===== config.mk =====
export PLATFORM = sky130hd
export DESIGN_NAME = tfn_queue
export DESIGN_NICKNAME = d
export VERILOG_FILES = /design/src/sv/tfn_pkg.sv /design/src/sv/tfn_queue.sv
export SDC_FILE = /design/constraint.sdc
export NUM_CORES = 1
export LEC_CHECK = 0
export ABC_AREA = 1
export BUFFER_PORTS_ARGS = -buffer_cell sky130_fd_sc_hd__buf_2
export CAP_MARGIN = 25
export CORE_MARGIN = 2
export CORE_UTILIZATION = 48
export CTS_CLUSTER_DIAMETER = 100
export CTS_CLUSTER_SIZE = 25
export DETAILED_ROUTE_END_ITERATION = 6
export MAX_ROUTING_LAYER = met4
export PLACE_DENSITY = 0.67
export SYNTH_ARGS = -nofsm -noshare
export SYNTH_HDL_FRONTEND = slang
export SYNTH_SLANG_ARGS = --single-unit
export TNS_END_PERCENT = 10

===== constraint.sdc =====
create_clock -name i_clk -period 2.15 [get_ports i_clk]
set_input_delay 0.1075 -clock i_clk [delete_from_list [all_inputs] [get_ports i_clk]]
set_output_delay 0.1075 -clock i_clk [all_outputs]
set_load 0.005 [all_outputs]

===== src/sv/tfn_pkg.sv =====
package tfn_pkg;

    // magnitudes are normalized so the largest has this many bits
    localparam int NORM_BITS = 20;
    // fraction bits of the length
    localparam int LEN_FRAC = 11;
    // depth of the queue between front and back
    localparam int QDEPTH = 4;

    typedef struct packed {
        logic [NORM_BITS-1:0] ax;
        logic [NORM_BITS-1:0] ay;
        logic [NORM_BITS-1:0] az;
        logic [2:0]           neg;
        logic                 deg;
    } t_cls;

    typedef struct packed {
        logic push;
        logic pop;
    } t_qctl;

    typedef struct packed {
        logic full;
        logic empty;
    } t_qsts;

endpackage


===== src/sv/tfn_queue.sv =====
module tfn_queue (
    input  logic           i_clk,
    input  logic           i_rst_n,
    input  tfn_pkg::t_qctl i_qctl,
    input  tfn_pkg::t_cls  i_cls,
    output tfn_pkg::t_cls  o_cls,
    output tfn_pkg::t_qsts o_qsts
);
    import tfn_pkg::*;

    localparam int AW = $clog2(QDEPTH);
    localparam int CW = $clog2(QDEPTH + 1);

    t_cls          r_mem [QDEPTH];
    logic [AW-1:0] r_wr;
    logic [AW-1:0] r_rd;
    logic [CW-1:0] r_cnt;

    assign o_qsts.full  = (r_cnt == CW'(QDEPTH));
    assign o_qsts.empty = (r_cnt == '0);
    assign o_cls = r_mem[r_rd];

    always_ff @(posedge i_clk) begin
        if (!i_rst_n) begin
            r_wr  <= '0;
            r_rd  <= '0;
            r_cnt <= '0;
        end else begin
            if (i_qctl.push) r_wr <= r_wr + 1'b1;
            if (i_qctl.pop)  r_rd <= r_rd + 1'b1;
            if (i_qctl.push && !i_qctl.pop) r_cnt <= r_cnt + 1'b1;
            else if (!i_qctl.push && i_qctl.pop) r_cnt <= r_cnt - 1'b1;
        end
    end

    always_ff @(posedge i_clk) begin
        if (i_qctl.push) r_mem[r_wr] <= i_cls;
    end

endmodule


==> results_dict.tcl <==
set metrics [dict create \
    p_per_area_nw_per_um2 824 \
    ff2ff_setup_slack_ns 0.65 \
    synthArstFlopShare_pct 0 \
    grt_max_degree 65 \
    placed_area_um2 10900 \
    final_area_um2 12000 \
    cts.sink_count 265 \
    arrival_ns 1.94 \
    synth_flop_cell "edfxtp_1" \
    syn-cell-area_um2 9940 \
    synth_cells 677 \
    dieHeight_um 148 \
    r2r-end "r_mem[2][28]" \
    io_buffers 133 \
    cp-end-kind "output pin" \
    worst_setup_path_start_kind "flop" \
    tightest_slew_ns 0.401 \
    rows 52 \
    setup_tns_ns 0 \
    grt_pass1_wl_um 32300 \
    die_area_um2 21900 \
    ys_seq_elements 265 \
    yosys_warnings 0 \
    io_pins 134 \
    max_cap_violations 0 \
    setup_violations 0 \
    r2r_cells 5 \
    core-area_um2 20300 \
    drive_gt1_share_pct 19.5 \
    clk_latency_ns 0.49 \
    root_buffer "clkbuf_16" \
    fin_skew_ns 0.0254 \
    utilization_pct 58.9 \
    yosys-top-cells-area "edfxtp_1 (77%), nor2_1 (5.0%), o22ai_1 (4.0%)" \
    period_share_pct 95.4 \
    finalWirelength_um 20900 \
    grt_overflow 0 \
    n_antenna_cell 0 \
    hold_viol 0 \
    synth_top_area_share_pct 77.3 \
    vias 6169 \
    numCtsBuffers 14 \
    post_cts_buffers 0 \
    max_freq_ghz 0.487 \
    ir_drop_v 0.000395 \
    min_path_type "input pin to flop" \
    maxSlewHeadroom_pct 73.2 \
    synth_cell_types 21 \
    ant_nets 0 \
    htree_levels 1 \
    place_congestion 0.744 \
    hold_end "r_mem[0][8]" \
    yosysSeqAreaShare_pct 79.1 \
    critical_path_class "flop to output pin" \
    synth_most_common_cell "edfxtp_1" \
    routedWlPerCell_um 18.3 \
    clk_pin_slew_ns 0.09 \
    first_iter_violations 520 \
    drv_slew 0 \
    seq_area_um2 7870 \
    cts_max_path_buffers 3 \
    first_global_vias 6334 \
    die_x_um 148 \
    timing.rr.start "r_wr[0]" \
    via_per_inst 5.41 \
    start_util_pct 49.0 \
    cts_tree "yes" \
    firstDrtPassIters 5 \
    hold_path_startpoint "i_cls[8]" \
    fin_crit_ns 2.05 \
    synth_largest_area_cell "edfxtp_1" \
    critPathMaxFanout 58 \
    grtUsageTotal_pct 19.3 \
    multiInputGateArea_um2 1730 \
    syn_to_final_growth_pct 20.2 \
    nFillCells 1609 \
    drc 0 \
    hpwl_um 11800 \
    synth_edf_count 256 \
    status "finished, final reports clean" \
    synthTopCellsByCount "edfxtp_1 (256), nor2_1 (133), o21ai_0 (78), o22ai_1 (64), o21ai_1 (56)" \
    nets 939 \
    grt_setup_unrepaired "yes" \
    cp.required_ns 2.04 \
    antenna_found_initial 0 \
    p_leak_nw 4.19 \
    synth_nets 751 \
    syn_avg_cell_area_um2 14.7 \
    hold-path-cell-count 2 \
]
-- final cells by class --
class                   instances  area share [%]
clock buffers                  20            3.30
multi-input cells             354            14.5
repair buffers                213            12.9
clock inverters                 1          0.0942
inverters                      17           0.628
well taps                     270            2.83
flip-flops and latches        265            65.9
-- worst max-delay path: stages, from the launching register on --
cell and delay [ns]:
dfxtp_4 0.44, inv_8 0.20, buf_16 0.28, nor2_1 0.07, o22ai_1 0.27, buf_2 0.18
-- cells in the final DEF (no fill, tap or decap) --
cell type / n
nor2_1: 133
buf_4: 5
inv_8: 2
buf_8: 1
buf_16: 1
inv_1: 11
buf_2: 133
dfxtp_4: 1
o21ai_0: 78
dlygate4sd3_1: 67
clkinvlp_4: 1
a21oi_1: 4
o21ai_1: 56
fa_1: 1
clkbuf_1: 5
o22ai_1: 64
edfxtp_1: 256
buf_12: 6
ha_1: 5
nor3_1: 2
nand3_1: 1
clkbuf_16: 15
inv_2: 4
dfxtp_1: 7
nand2_1: 9
dfxtp_2: 1
nand4_1: 1
-- routing by layer --
metal	global-route usage, %	vias up	part of all wire, %
met5	-	-	0
met4	5.86	0	1.8
met3	2.96	33	5.8
met2	32.4	196	49
met1	24.6	3037	43
li1	-	2903	-
-- report_power, final --
| group | internal, W | switching, W |
|---|---|---|
| sequential | 0.00589 | 0.0000675 |
| combinational | 0.000435 | 0.000637 |
| clock | 0.00130 | 0.00152 |
-- registers in the layout (all words and copies together), names as in the netlist, named ones only --
signal and cells:
r_rd 2, r_cnt 3, r_wr 2, r_mem 256
-- how the worst max path moves through the flow --
| stage | end | slack (ns) | cells past startpoint |
|---|---|---|---|
| finish | o_cls[9] | 0.1 | 5 |
| global route | o_cls[2] | -0.01 | 5 |
| CTS | o_cls[7] | 0.04 | 5 |
| detailed placement | o_cls[37] | 0.44 | 4 |
| global placement | o_cls[35] | 0.48 | 4 |
| floorplan | r_mem[0][0] | -0.10 | 4 |
-- cell families after synthesis --
kind of cell / count (synthesis) / share of synthesized area, %
flip-flops: 265 / 79.1
AO/OA/AOI/OAI: 202 / 11.0
adder cells (fa/ha/maj): 6 / 0.830
AND/OR/NAND/NOR: 146 / 5.57
buffers and inverters: 58 / 3.51
-- repair_timing --
item                                    in CTS  in global routing
hold endpoints to repair                   265                  0
endpoints found under the setup margin      20                 14
resized for setup                            2                  4
hold buffers                                67                  0
-- per-stage QoR --
step                worst slack, ns  total power (W)  std cells  hold slack, ns
floorplan                    -0.101          0.00659        677           0.206
global placement              0.485          0.00701       1052           0.314
detailed placement            0.441          0.00705       1052           0.326
CTS                          0.0447          0.00991       1140           0.355
global route                -0.0112           0.0102       1140           0.348
finish                       0.0984          0.00985       1140           0.366
No activity file was read; power rests on OpenSTA's default activity.
